File: src/hw/rtl/pwmsch_pkg.sv
// ----------------------------------------------------------------------------
// pwmsch_pkg
// Shared types and constants for the three-channel PWM edge scheduler.
// ----------------------------------------------------------------------------
package pwmsch_pkg;

  localparam int unsigned NUM_CH      = 3;
  localparam int unsigned SCHED_SLOTS = 4;
  localparam int unsigned SLOT_W      = $clog2(SCHED_SLOTS);
  localparam int unsigned SPEED_W     = 16;
  localparam int unsigned LEVEL_W     = 8;
  localparam int unsigned TIME_W      = 8;
  localparam int unsigned PORT_W      = 8;

  // Q2.14 full scale (1.0)
  localparam int unsigned FULL_SCALE    = 16384;
  localparam logic [LEVEL_W-1:0] MAX_LEVEL_RST = 8'd253;
  localparam logic [PORT_W-1:0]  ALL_HIGH      = 8'hFF;
  localparam logic [PORT_W-1:0]  PIN_NONE      = 8'h00;
  localparam logic [SLOT_W-1:0]  SLOT_FIRST    = 2'd0;
  localparam logic [SLOT_W-1:0]  SLOT_LAST     = 2'd3;

  // Motor pin masks: motor one on port D, motor two on port B,
  // motor three split between D (forward) and B (reverse).
  localparam logic [PORT_W-1:0] M1_FWD_D = 8'b0010_0000;
  localparam logic [PORT_W-1:0] M1_REV_D = 8'b0100_0000;
  localparam logic [PORT_W-1:0] M2_FWD_B = 8'b0000_0010;
  localparam logic [PORT_W-1:0] M2_REV_B = 8'b0000_0100;
  localparam logic [PORT_W-1:0] M3_FWD_D = 8'b0000_1000;
  localparam logic [PORT_W-1:0] M3_REV_B = 8'b0000_0001;

  // Per-channel off time and the pin it drives low
  typedef struct packed {
    logic [NUM_CH-1:0][TIME_W-1:0] off;
    logic [NUM_CH-1:0][PORT_W-1:0] pin_b;
    logic [NUM_CH-1:0][PORT_W-1:0] pin_d;
  } chan_t;

  // One schedule entry
  typedef struct packed {
    logic [TIME_W-1:0] cmp_time;
    logic [PORT_W-1:0] lvl_b;
    logic [PORT_W-1:0] lvl_d;
  } entry_t;

  // Slots 1..3 of a schedule (slot 0 is constant); index is slot - 1
  typedef entry_t [SCHED_SLOTS-2:0] sched_t;

endpackage

File: src/hw/rtl/pwmsch_off_stage.sv
// ----------------------------------------------------------------------------
// pwmsch_off_stage
// Input register, then off time and pin selection per motor into a
// channel register.
// ----------------------------------------------------------------------------
module pwmsch_off_stage (
  input  logic                                clk,
  input  logic                                rst_n,
  input  logic                                in_tvalid,
  output logic                                in_tready,
  input  logic [3*pwmsch_pkg::SPEED_W-1:0]    in_tdata,
  input  logic [pwmsch_pkg::LEVEL_W-1:0]      max_level,
  output logic                                chan_valid,
  input  logic                                chan_ready,
  output pwmsch_pkg::chan_t                   chan
);

  logic                                              in_valid_r;
  logic [pwmsch_pkg::NUM_CH-1:0][pwmsch_pkg::SPEED_W-1:0] speed_r;
  logic                                              chan_valid_r;
  pwmsch_pkg::chan_t                                 chan_r;
  pwmsch_pkg::chan_t                                 chan_nxt;
  logic                                              adv;

  // Off time: 255 - ceil(min(|speed|, 1.0) * level / 16384)
  function automatic logic [pwmsch_pkg::TIME_W-1:0] off_time(
    input logic [pwmsch_pkg::SPEED_W-1:0] spd,
    input logic [pwmsch_pkg::LEVEL_W-1:0] lvl
  );
    logic [16:0] mag;
    logic [14:0] clp;
    logic [22:0] prod;
    logic [23:0] sum;
    mag  = spd[15] ? (17'd0 - {spd[15], spd}) : {1'b0, spd};
    clp  = (mag > 17'(pwmsch_pkg::FULL_SCALE)) ? 15'(pwmsch_pkg::FULL_SCALE)
                                                : mag[14:0];
    prod = 23'(clp) * 23'(lvl);
    sum  = {1'b0, prod} + 24'(pwmsch_pkg::FULL_SCALE - 1);
    return 8'd255 - sum[21:14];
  endfunction

  // Advance the input item when the channel register is free
  assign adv       = in_valid_r && (!chan_valid_r || chan_ready);
  assign in_tready = !in_valid_r || adv;

  // Compute off times and pin masks
  always_comb begin
    logic [pwmsch_pkg::NUM_CH-1:0] fwd;
    for (int c = 0; c < pwmsch_pkg::NUM_CH; c++) begin
      fwd[c]          = (speed_r[c] != '0) && !speed_r[c][15];
      chan_nxt.off[c] = off_time(speed_r[c], max_level);
    end
    chan_nxt.pin_d[0] = fwd[0] ? pwmsch_pkg::M1_FWD_D : pwmsch_pkg::M1_REV_D;
    chan_nxt.pin_b[0] = pwmsch_pkg::PIN_NONE;
    chan_nxt.pin_d[1] = pwmsch_pkg::PIN_NONE;
    chan_nxt.pin_b[1] = fwd[1] ? pwmsch_pkg::M2_FWD_B : pwmsch_pkg::M2_REV_B;
    chan_nxt.pin_d[2] = fwd[2] ? pwmsch_pkg::M3_FWD_D : pwmsch_pkg::PIN_NONE;
    chan_nxt.pin_b[2] = fwd[2] ? pwmsch_pkg::PIN_NONE : pwmsch_pkg::M3_REV_B;
  end

  // Input register
  always_ff @(posedge clk) begin
    if (!rst_n) begin
      in_valid_r <= 1'b0;
    end else if (in_tready) begin
      in_valid_r <= in_tvalid;
    end
  end

  always_ff @(posedge clk) begin
    if (in_tvalid && in_tready) begin
      speed_r <= in_tdata;
    end
  end

  // Channel register
  always_ff @(posedge clk) begin
    if (!rst_n) begin
      chan_valid_r <= 1'b0;
    end else if (!chan_valid_r || chan_ready) begin
      chan_valid_r <= in_valid_r;
    end
  end

  always_ff @(posedge clk) begin
    if (adv) begin
      chan_r <= chan_nxt;
    end
  end

  assign chan_valid = chan_valid_r;
  assign chan       = chan_r;

endmodule

File: src/hw/rtl/pwmsch_sort.sv
// ----------------------------------------------------------------------------
// pwmsch_sort
// Rank and merge the three off times and build schedule slots 1..3.
// ----------------------------------------------------------------------------
module pwmsch_sort (
  input  pwmsch_pkg::chan_t  chan,
  output pwmsch_pkg::sched_t sched
);

  logic [pwmsch_pkg::NUM_CH-1:0] uniq;
  logic [1:0]                    n_dist;

  // Mark the first channel of each distinct off time
  always_comb begin
    uniq[0] = 1'b1;
    uniq[1] = chan.off[1] != chan.off[0];
    uniq[2] = (chan.off[2] != chan.off[0]) && (chan.off[2] != chan.off[1]);
    n_dist  = 2'(uniq[0]) + 2'(uniq[1]) + 2'(uniq[2]);
  end

  // Place each distinct time at its rank, dummies fill the leading slots
  always_comb begin
    logic [1:0]                   rank;
    logic [1:0]                   idx;
    logic [pwmsch_pkg::PORT_W-1:0] clr_b;
    logic [pwmsch_pkg::PORT_W-1:0] clr_d;
    for (int i = 0; i < pwmsch_pkg::SCHED_SLOTS - 1; i++) begin
      sched[i].cmp_time = pwmsch_pkg::TIME_W'(i + 1);
      sched[i].lvl_b    = pwmsch_pkg::ALL_HIGH;
      sched[i].lvl_d    = pwmsch_pkg::ALL_HIGH;
    end
    for (int c = 0; c < pwmsch_pkg::NUM_CH; c++) begin
      rank  = 2'd0;
      clr_b = pwmsch_pkg::PIN_NONE;
      clr_d = pwmsch_pkg::PIN_NONE;
      for (int d = 0; d < pwmsch_pkg::NUM_CH; d++) begin
        if (uniq[d] && (chan.off[d] < chan.off[c])) begin
          rank = rank + 2'd1;
        end
        if (chan.off[d] <= chan.off[c]) begin
          clr_b = clr_b | chan.pin_b[d];
          clr_d = clr_d | chan.pin_d[d];
        end
      end
      idx = 2'd3 - n_dist + rank;
      if (uniq[c]) begin
        sched[idx].cmp_time = chan.off[c];
        sched[idx].lvl_b    = pwmsch_pkg::ALL_HIGH & ~clr_b;
        sched[idx].lvl_d    = pwmsch_pkg::ALL_HIGH & ~clr_d;
      end
    end
  end

endmodule

File: src/hw/rtl/pwmsch_emit.sv
// ----------------------------------------------------------------------------
// pwmsch_emit
// Schedule register and slot counter; sends the four entries in order.
// ----------------------------------------------------------------------------
module pwmsch_emit (
  input  logic               clk,
  input  logic               rst_n,
  input  logic               sched_valid,
  output logic               sched_ready,
  input  pwmsch_pkg::sched_t sched,
  output logic               out_tvalid,
  input  logic               out_tready,
  output logic [31:0]        out_tdata,
  output logic               out_tlast
);

  logic                               sched_valid_r;
  pwmsch_pkg::sched_t                 sched_r;
  logic [pwmsch_pkg::SLOT_W-1:0]      slot_r;
  logic [pwmsch_pkg::SLOT_W-1:0]      slot_nxt;
  logic                               out_fire;
  logic                               last_fire;
  pwmsch_pkg::entry_t                 cur;

  assign out_fire    = out_tvalid && out_tready;
  assign last_fire   = out_fire && (slot_r == pwmsch_pkg::SLOT_LAST);
  assign sched_ready = !sched_valid_r || last_fire;
  assign slot_nxt    = last_fire ? pwmsch_pkg::SLOT_FIRST : slot_r + 2'd1;

  // Hold the schedule until its last entry leaves
  always_ff @(posedge clk) begin
    if (!rst_n) begin
      sched_valid_r <= 1'b0;
    end else if (sched_ready) begin
      sched_valid_r <= sched_valid;
    end
  end

  always_ff @(posedge clk) begin
    if (sched_valid && sched_ready) begin
      sched_r <= sched;
    end
  end

  // Advance the slot on each accepted entry
  always_ff @(posedge clk) begin
    if (!rst_n) begin
      slot_r <= pwmsch_pkg::SLOT_FIRST;
    end else if (out_fire) begin
      slot_r <= slot_nxt;
    end
  end

  // Select the current entry; slot 0 is time 0 with all pins high
  always_comb begin
    case (slot_r)
      2'd0: begin
        cur.cmp_time = '0;
        cur.lvl_b    = pwmsch_pkg::ALL_HIGH;
        cur.lvl_d    = pwmsch_pkg::ALL_HIGH;
      end
      2'd1:    cur = sched_r[0];
      2'd2:    cur = sched_r[1];
      default: cur = sched_r[2];
    endcase
  end

  assign out_tvalid = sched_valid_r;
  assign out_tlast  = slot_r == pwmsch_pkg::SLOT_LAST;
  assign out_tdata  = {6'd0, cur.lvl_d, cur.lvl_b, cur.cmp_time, slot_r};

  // Counter rests at slot 0 while no schedule is held
  a_idle_slot0: assert property (@(posedge clk) disable iff (!rst_n)
    !sched_valid_r |-> slot_r == pwmsch_pkg::SLOT_FIRST)
    else $error("slot counter not at zero while idle");

  // A non-final entry keeps the schedule and moves to the next slot
  a_step: assert property (@(posedge clk) disable iff (!rst_n)
    out_fire && (slot_r != pwmsch_pkg::SLOT_LAST)
      |=> sched_valid_r && (slot_r == $past(slot_r) + 2'd1))
    else $error("schedule lost or slot skipped mid-run");

  // A stalled entry keeps its slot and its schedule
  a_stall: assert property (@(posedge clk) disable iff (!rst_n)
    out_tvalid && !out_tready |=> $stable(slot_r) && $stable(sched_r))
    else $error("entry changed under stall");

endmodule

File: src/hw/rtl/three_channel_pwm_edge_scheduler.sv
// Pipeline: input register, channel register after the off-time multipliers, and
//   schedule register after the sort; slot 0 is offered once the item reaches the
//   schedule register.
// Output: the four entries leave the schedule register one per cycle while
//   out_tready is high; the next item is taken meanwhile.
// Reset (rst_n low, synchronous): pipeline empties, max_level returns to 253.
// ----------------------------------------------------------------------------
// three_channel_pwm_edge_scheduler
// Turns three signed motor speeds into a sorted four-entry PWM edge schedule.
// ----------------------------------------------------------------------------
module three_channel_pwm_edge_scheduler (
  input  logic        clk,
  input  logic        rst_n,
  // configuration
  input  logic        cfg_wr_en,
  input  logic [7:0]  cfg_wr_data,   // max_level
  // input items
  input  logic        in_tvalid,
  output logic        in_tready,
  input  logic [47:0] in_tdata,      // speed_a[15:0], speed_b[31:16], speed_c[47:32]
  // result items
  output logic        out_tvalid,
  input  logic        out_tready,
  output logic [31:0] out_tdata,     // slot[1:0], compare_time[9:2],
                                     // port_b_level[17:10], port_d_level[25:18], zeros
  output logic        out_tlast      // last_entry
);

  logic [pwmsch_pkg::LEVEL_W-1:0] max_level_r;
  logic                           chan_valid;
  logic                           chan_ready;
  pwmsch_pkg::chan_t              chan;
  pwmsch_pkg::sched_t             sched;

  // Configuration register
  always_ff @(posedge clk) begin
    if (!rst_n) begin
      max_level_r <= pwmsch_pkg::MAX_LEVEL_RST;
    end else if (cfg_wr_en) begin
      max_level_r <= cfg_wr_data;
    end
  end

  pwmsch_off_stage u_off (
    .clk        (clk),
    .rst_n      (rst_n),
    .in_tvalid  (in_tvalid),
    .in_tready  (in_tready),
    .in_tdata   (in_tdata),
    .max_level  (max_level_r),
    .chan_valid (chan_valid),
    .chan_ready (chan_ready),
    .chan       (chan)
  );

  pwmsch_sort u_sort (
    .chan  (chan),
    .sched (sched)
  );

  pwmsch_emit u_emit (
    .clk         (clk),
    .rst_n       (rst_n),
    .sched_valid (chan_valid),
    .sched_ready (chan_ready),
    .sched       (sched),
    .out_tvalid  (out_tvalid),
    .out_tready  (out_tready),
    .out_tdata   (out_tdata),
    .out_tlast   (out_tlast)
  );

endmodule

File: config.mk
export PLATFORM = sky130hd
export DESIGN_NAME = three_channel_pwm_edge_scheduler
export DESIGN_NICKNAME = d
export VERILOG_FILES = /design/src/hw/rtl/pwmsch_pkg.sv /design/src/hw/rtl/pwmsch_off_stage.sv /design/src/hw/rtl/pwmsch_sort.sv /design/src/hw/rtl/pwmsch_emit.sv /design/src/hw/rtl/three_channel_pwm_edge_scheduler.sv
export SDC_FILE = /design/constraint.sdc
export NUM_CORES = 1
export LEC_CHECK = 0
export ABC_AREA = 1
export BUFFER_PORTS_ARGS = -buffer_cell sky130_fd_sc_hd__buf_2
export CORE_MARGIN = 10
export CORE_UTILIZATION = 55
export CTS_CLUSTER_DIAMETER = 60
export DETAILED_ROUTE_END_ITERATION = 10
export HOLD_SLACK_MARGIN = 0.05
export PLACE_DENSITY_LB_ADDON = 0.1
export SETUP_SLACK_MARGIN = 0.05
export SLEW_MARGIN = 10
export SYNTH_ARGS = -nofsm -noshare
export SYNTH_HDL_FRONTEND = slang
export SYNTH_SLANG_ARGS = --single-unit
export TNS_END_PERCENT = 20
File: constraint.sdc
create_clock -name clk -period 15.95 [get_ports clk]
set_clock_uncertainty 0.2 [all_clocks]
set_input_delay 3.19 -clock clk [delete_from_list [all_inputs] [get_ports clk]]
set_output_delay 3.19 -clock clk [all_outputs]
set_load 0.005 [all_outputs]
# --- Word level (Yosys, flattened, before mapping) ---
# Index checks and enable logic that the tools add are counted.
classes:
  n_mux: 61
  div: 0
  order_cmp: 27
  bitwise_logic: 15
  add_sub_neg: 22
  eq_ne: 6
  n_mul: 3
  n_reduce_logical: 31
  n_shift: 0
ops:
  columns: ["op", "count"]
  rows:
  - ["$bwmux 72", 8]
  - ["$demux 24 s2", 9]
  - ["$mux 72", 2]
  - ["$mux 8", 15]
  - ["$le 8x8->1", 9]
  - ["$lt 8x8->1", 9]
  - ["$mux 24", 3]
  - ["$pmux 24 s3", 1]
  - ["$add 22x14->22 const B", 3]
  - ["$mul 15x8->22", 3]
  - ["$not 52->52", 1]
  - ["$or 52x52->52", 1]
  - ["$gt 17x15->1 const B", 3]
  - ["$mux 17", 3]
  - ["$sub 1x16->17 const A", 3]
  - ["$mux 16", 3]
  - ["$not 8->8", 6]
  - ["$or 8x8->8", 6]
  - ["$reduce_bool 16->1", 3]
  - ["$mux 15", 3]
  - ["$ne 8x8->1", 3]
  - ["$sub 8x8->8 const A", 3]
  - ["$and 20x20->20", 1]
  - ["$logic_and 1x1->1", 18]
  - ["other kinds (18)", 46]
word_totals:
  latch_bits: 0
  output_inout_bits: 35
  in_bits: 61
  wordCells: 189
  ramBits: 0
  regBits: 189
  mem_bits_ro: 0
  mem_count: 0

# --- Logic depth before layout (Yosys ltp) ---
logic_depth:
  word_depth: 23
  mapped_depth: 36
  depth_no_buf: 36

# --- Hierarchy ---
# Synthesis repeated with hierarchy kept, for this count alone.
hier_totals:
  hier_cells: 3108
  hier_area_um2: 22793.1
modules_own_cells:
  columns: ["mod", "seq_area_each_um2", "area_each_um2", "n_inst", "cells_per_inst"]
  rows:
  - ["pwmsch_off_stage", 2382.3, 16067.9, 1, 2121]
  - ["pwmsch_sort", 0.0, 3380.7, 1, 693]
  - ["pwmsch_emit", 2222.1, 3057.9, 1, 257]
  - ["three_channel_pwm_edge_scheduler", 160.2, 286.5, 1, 37]

# --- Least setup slack after synthesis ---
# OpenSTA, ideal clock, no wires.
synth_timing:
  path_kind: "input port to output port"
  startpoint: "in out_tready"
  endpoint: "out in_tready"
  path_buffers: 0
  path_stages: 4
  slack_ns: 8.862
  t_required_ns: 12.560
  arrival_time_ns: 3.698
  path_cell_list: "nand2_1 > o21ai_0 > nor2_1 > nand2_1"
synth_between:
  elab_chain_cells: 6
synth_lines:
  columns: ["item", "line", "text"]
  rows:
  - ["from (decl)", "three_channel_pwm_edge_scheduler.sv:23", "input logic out_tready,"]
  - ["$logic_and 1x1->1", "pwmsch_emit.sv:25", "assign out_fire = out_tvalid && out_tready;"]
  - ["$logic_and 1x1->1", "pwmsch_emit.sv:26", "assign last_fire = out_fire && (slot_r == pwmsch_pkg::SLOT_LAST);"]
  - ["$logic_or 1x1->1", "pwmsch_emit.sv:27", "assign sched_ready = !sched_valid_r || last_fire;"]
  - ["$logic_or 1x1->1", "pwmsch_off_stage.sv:43", "assign adv = in_valid_r && (!chan_valid_r || chan_ready);"]
  - ["$logic_and 1x1->1", "pwmsch_off_stage.sv:43", null]
  - ["$logic_or 1x1->1", "pwmsch_off_stage.sv:44", "assign in_tready = !in_valid_r || adv;"]
  - ["to (decl)", "three_channel_pwm_edge_scheduler.sv:19", "output logic in_tready,"]
# Every way passes these cells.

# --- Final worst setup path ---
# Ends and elaborated chain as after synthesis.

==> metrics.md <==
| Metric | Value |
|---|---|
| Critical path's top delay family | compound AO/OA/AOI/OAI gates |
| Final instance area | 0.0207 mm² |
| CP endpoint | in_tready |
| Vias in the first global route | 16338 |
| Setup TNS | 0 ns |
| First-pass GRT wire length | 82.1 mm |
| Crit path launch type | input port |
| Dpl hpwl | 40.0 mm |
| Total global-route track usage | 23.2% |
| # hold bufs at CTS | 0 |
| Dominant cell type by area after synthesis | fa_1 |
| Final core utilization | 59.9% |
| Final Hold Fails | 0 |
| Hold crit path type | flip-flop to flip-flop |
| Met2 Usage GRT | 39.3% |
| Worst slew pin tran | 1.18 ns |
| Worst slew margin | 21.4% |
| Worst path max stage delay | 0.30 ns |
| Register-to-register setup slack | 8.71 ns |
| PortBufs | 79 |
| Flops & latches, synth | 133 |
| Worst-path cell chain | buf_2 -> nand2_1 -> o21ai_0 -> nor2_1 -> nand2_1 -> buf_2 |
| Post-synthesis cell area | 0.0194 mm² |
| DRT Pass-1 Iters | 5 |
| CP max stage cell | o21ai_0 |
| Most common cell after layout, fill and taps aside | inv_1 |
| Leakage Power | 11.0 nW |
| Reg2Reg Launch Point | u_off.speed_r[47]$_DFFE_PP_ |
| Clk buf depth | 2 |
| Leading post-synthesis cells by cell area | fa_1 25%, edfxtp_1 19%, ha_1 11% |
| Fmax | 136 MHz |
| GR Layer Usage met1 | 29.2% |
| Post-cts sizing count | 0 |
| TritonCTS Buffers | 17 |
| Final setup viols | 0 |
| Die Area | 0.0431 mm² |
| Instance count on the critical path | 6 |
| Cell Area, Placed | 0.0202 mm² |
| Max Cap Viol | 0 |
| Ys Warns | 0 |
| Nets | 3011 |
| Post-synth EDFFs | 120 |
| VDD IR max | 123 µV |
| Total wire length | 49.3 mm |
| Clock Tree Root | clkbuf_16 |
| Floorplan row count | 68 |
| Die X | 208 µm |
| Post-layout min period | 7.38 ns |
| Share of the synthesized area in the top cell type | 25.4% |
| Library cells used by synthesis | 50 |
| Reg clk slew, reported paths | 0.06 ns |
| H-tree depth | 4 |
| Largest net degree at the start of global routing | 49 |
| Starting DRT DRC Count | 1104 |
| CP max FO | 5 |
| Total gr overflow | 0 |
| Diodes inserted | 0 |
| Core Box Area | 0.0346 mm² |
| Synth Flop Type | edfxtp_1 |
| Setup crit start | out_tready |
| Residual DRC | 0 |
| Die Ht | 208 µm |
| Crit path DAT | 3.99 ns |
| Seq/Total Area, Yosys | 19.9% |
| R2R depth | 28 |
| Run status | complete, no violations |
| # IOs | 96 |
| Setup Buffers After CTS | 0 |
| Hold_ws | 0.314 ns |
| Worst path required time | 12.56 ns |
| Clock insertion delay at the later pin of the skew report | 0.45 ns |
| Post-synth ARST share | 0% |
| Post-Synthesis Cells | 2475 |
| Final worst path period share | 46.2% |
| Worst Path Class, Setup | input port to primary output |
| Via density | 5.31 |
| Syn Area/Cell | 7.83 µm² |
| CTS tree | built |
| Met3 GRT Util | 5.08% |
| Initial antenna violation count | 1 |
| WP buf/inv | 2 |
| Starting Density | 55.9% |
| Vias | 15953 |
| Crit end category | primary output |
| Area of the multi-input gates | 0.0131 mm² |
| GP Congestion | 0.920 |
| Hold Path Stages | 2 |
| Fillers | 3102 |
| Post-DRT Antenna Nets | 0 |
| Slew Viols, Final | 0 |
| RSZ-0062 raised after global routing | false |
| Worst r2r dst | u_off.chan[71]$_DFFE_PP_ |
| GR peak layer | met2 |
| Drt wl/cell | 16.4 µm |
| CTS sink count | 133 |
| Storage element area | 0.00386 mm² |
| Area growth, synth to finish | 7.09% |
| Pwr dens | 198 mW/mm² |
| Layout cells sized above 1 | 6.56% |
| Most frequent cells in the layout | 554 x inv_1, 549 x nand2_1, 276 x nor2_1 |
## power breakdown
| group | internal [mW] | switching [mW] | leakage (nW) |
|---|---|---|---|
| Clock | 0.230 | 0.165 | 0.276 |
| Combinational | 1.11 | 1.96 | 9.53 |
| Sequential | 0.572 | 0.0678 | 1.24 |
| Total | 1.91 | 2.20 | 11.0 |
## per-stage QoR
stage               setup slack, ns  power, mW  cells
floorplan                      8.86       2.94   2489
global placement               8.56       3.65   2970
detailed placement             8.56       3.70   2970
CTS                            8.55       4.12   3002
global route                   8.20       4.61   3002
finish                         8.57       4.11   3002
## worst register-to-register path, delay by kind of cell, from the launching register on
| family | cells | cell delay (ns) |
|---|---|---|
| AND/OR/NAND/NOR | 11 | 1.18 |
| flip-flops | 1 | 0.77 |
| adder cells (fa/ha/maj) | 5 | 2.39 |
| buffers and inverters | 5 | 0.49 |
| XOR/XNOR | 1 | 0.14 |
| AO/OA/AOI/OAI | 6 | 1.84 |
## cells in the mapped netlist (4+ instances only)
master,n
inv_1,555
nand2_1,549
nor2_1,277
fa_1,246
ha_1,170
edfxtp_1,120
a21oi_1,117
nand3_1,82
o21ai_0,64
clkbuf_1,44
a221oi_1,22
xor2_1,20
buf_4,19
nor3_1,16
xnor2_1,14
dfxtp_1,13
nand4_1,13
o211ai_1,12
o221ai_1,11
nand3b_1,10
inv_2,9
nor4_1,8
o21a_1,7
a211oi_1,6
a221o_1,6
nand2_2,6
a31oi_1,5
clkinv_1,5
nor2_2,5
o21ai_1,5
o21bai_1,5
nand3_2,4
## cell families (layout without fill, tap and decap cells)
group	Yosys count	count (layout)	synth area share, %
adders and majority gates	416	416	36.4
and+or+nand+nor	984	984	21.0
DFF	133	133	19.9
AOI/OAI and AO/OA	269	269	8.33
other	2	16	0.0388
buffers and inverters	637	695	12.8
xor gates and xnor gates	34	34	1.54
## layout make-up
cell class	count	share of cell area, %
inverters	570	10.3
repair buffers	93	2.41
multi-input cells	1719	63.1
flip-flops and latches	133	18.6
well taps	455	2.74
clock buffers	17	2.05
clock inverters	15	0.736
## per-layer routing
metal,up-vias,share of wire [%]
li1,7752,-
met4,0,2.1
met2,488,48
met3,65,6.9
met1,7648,43
met5,-,0
## how the worst min path moves through the flow
stage,startpoint,end,slack (ns)
5_1_grt,u_off.in_valid_r$_SDFFE_PN0N_,u_off.in_valid_r$_SDFFE_PN0N_,0.37
2_1_floorplan,u_off.chan_valid$_SDFFE_PN0P_,u_emit.out_tvalid$_SDFFE_PN0P_,0.26
6_report,u_off.in_valid_r$_SDFFE_PN0N_,u_off.in_valid_r$_SDFFE_PN0N_,0.31
3_5_place_dp,u_off.in_valid_r$_SDFFE_PN0N_,u_off.in_valid_r$_SDFFE_PN0N_,0.31
4_1_cts,u_off.in_valid_r$_SDFFE_PN0N_,u_off.in_valid_r$_SDFFE_PN0N_,0.32
3_3_place_gp,u_off.in_valid_r$_SDFFE_PN0N_,u_off.in_valid_r$_SDFFE_PN0N_,0.31
## sequential cells by signal, summed over array words and instances (netlist names)
register           flops
u_off.in_valid_r       1
u_emit.slot_r          2
u_off.chan            30
u_off.chan_valid       1
u_emit.sched_r        42
u_off.speed_r         48
u_emit.out_tvalid      1
max_level_r            8
No activity file was read; power rests on OpenSTA's default activity.
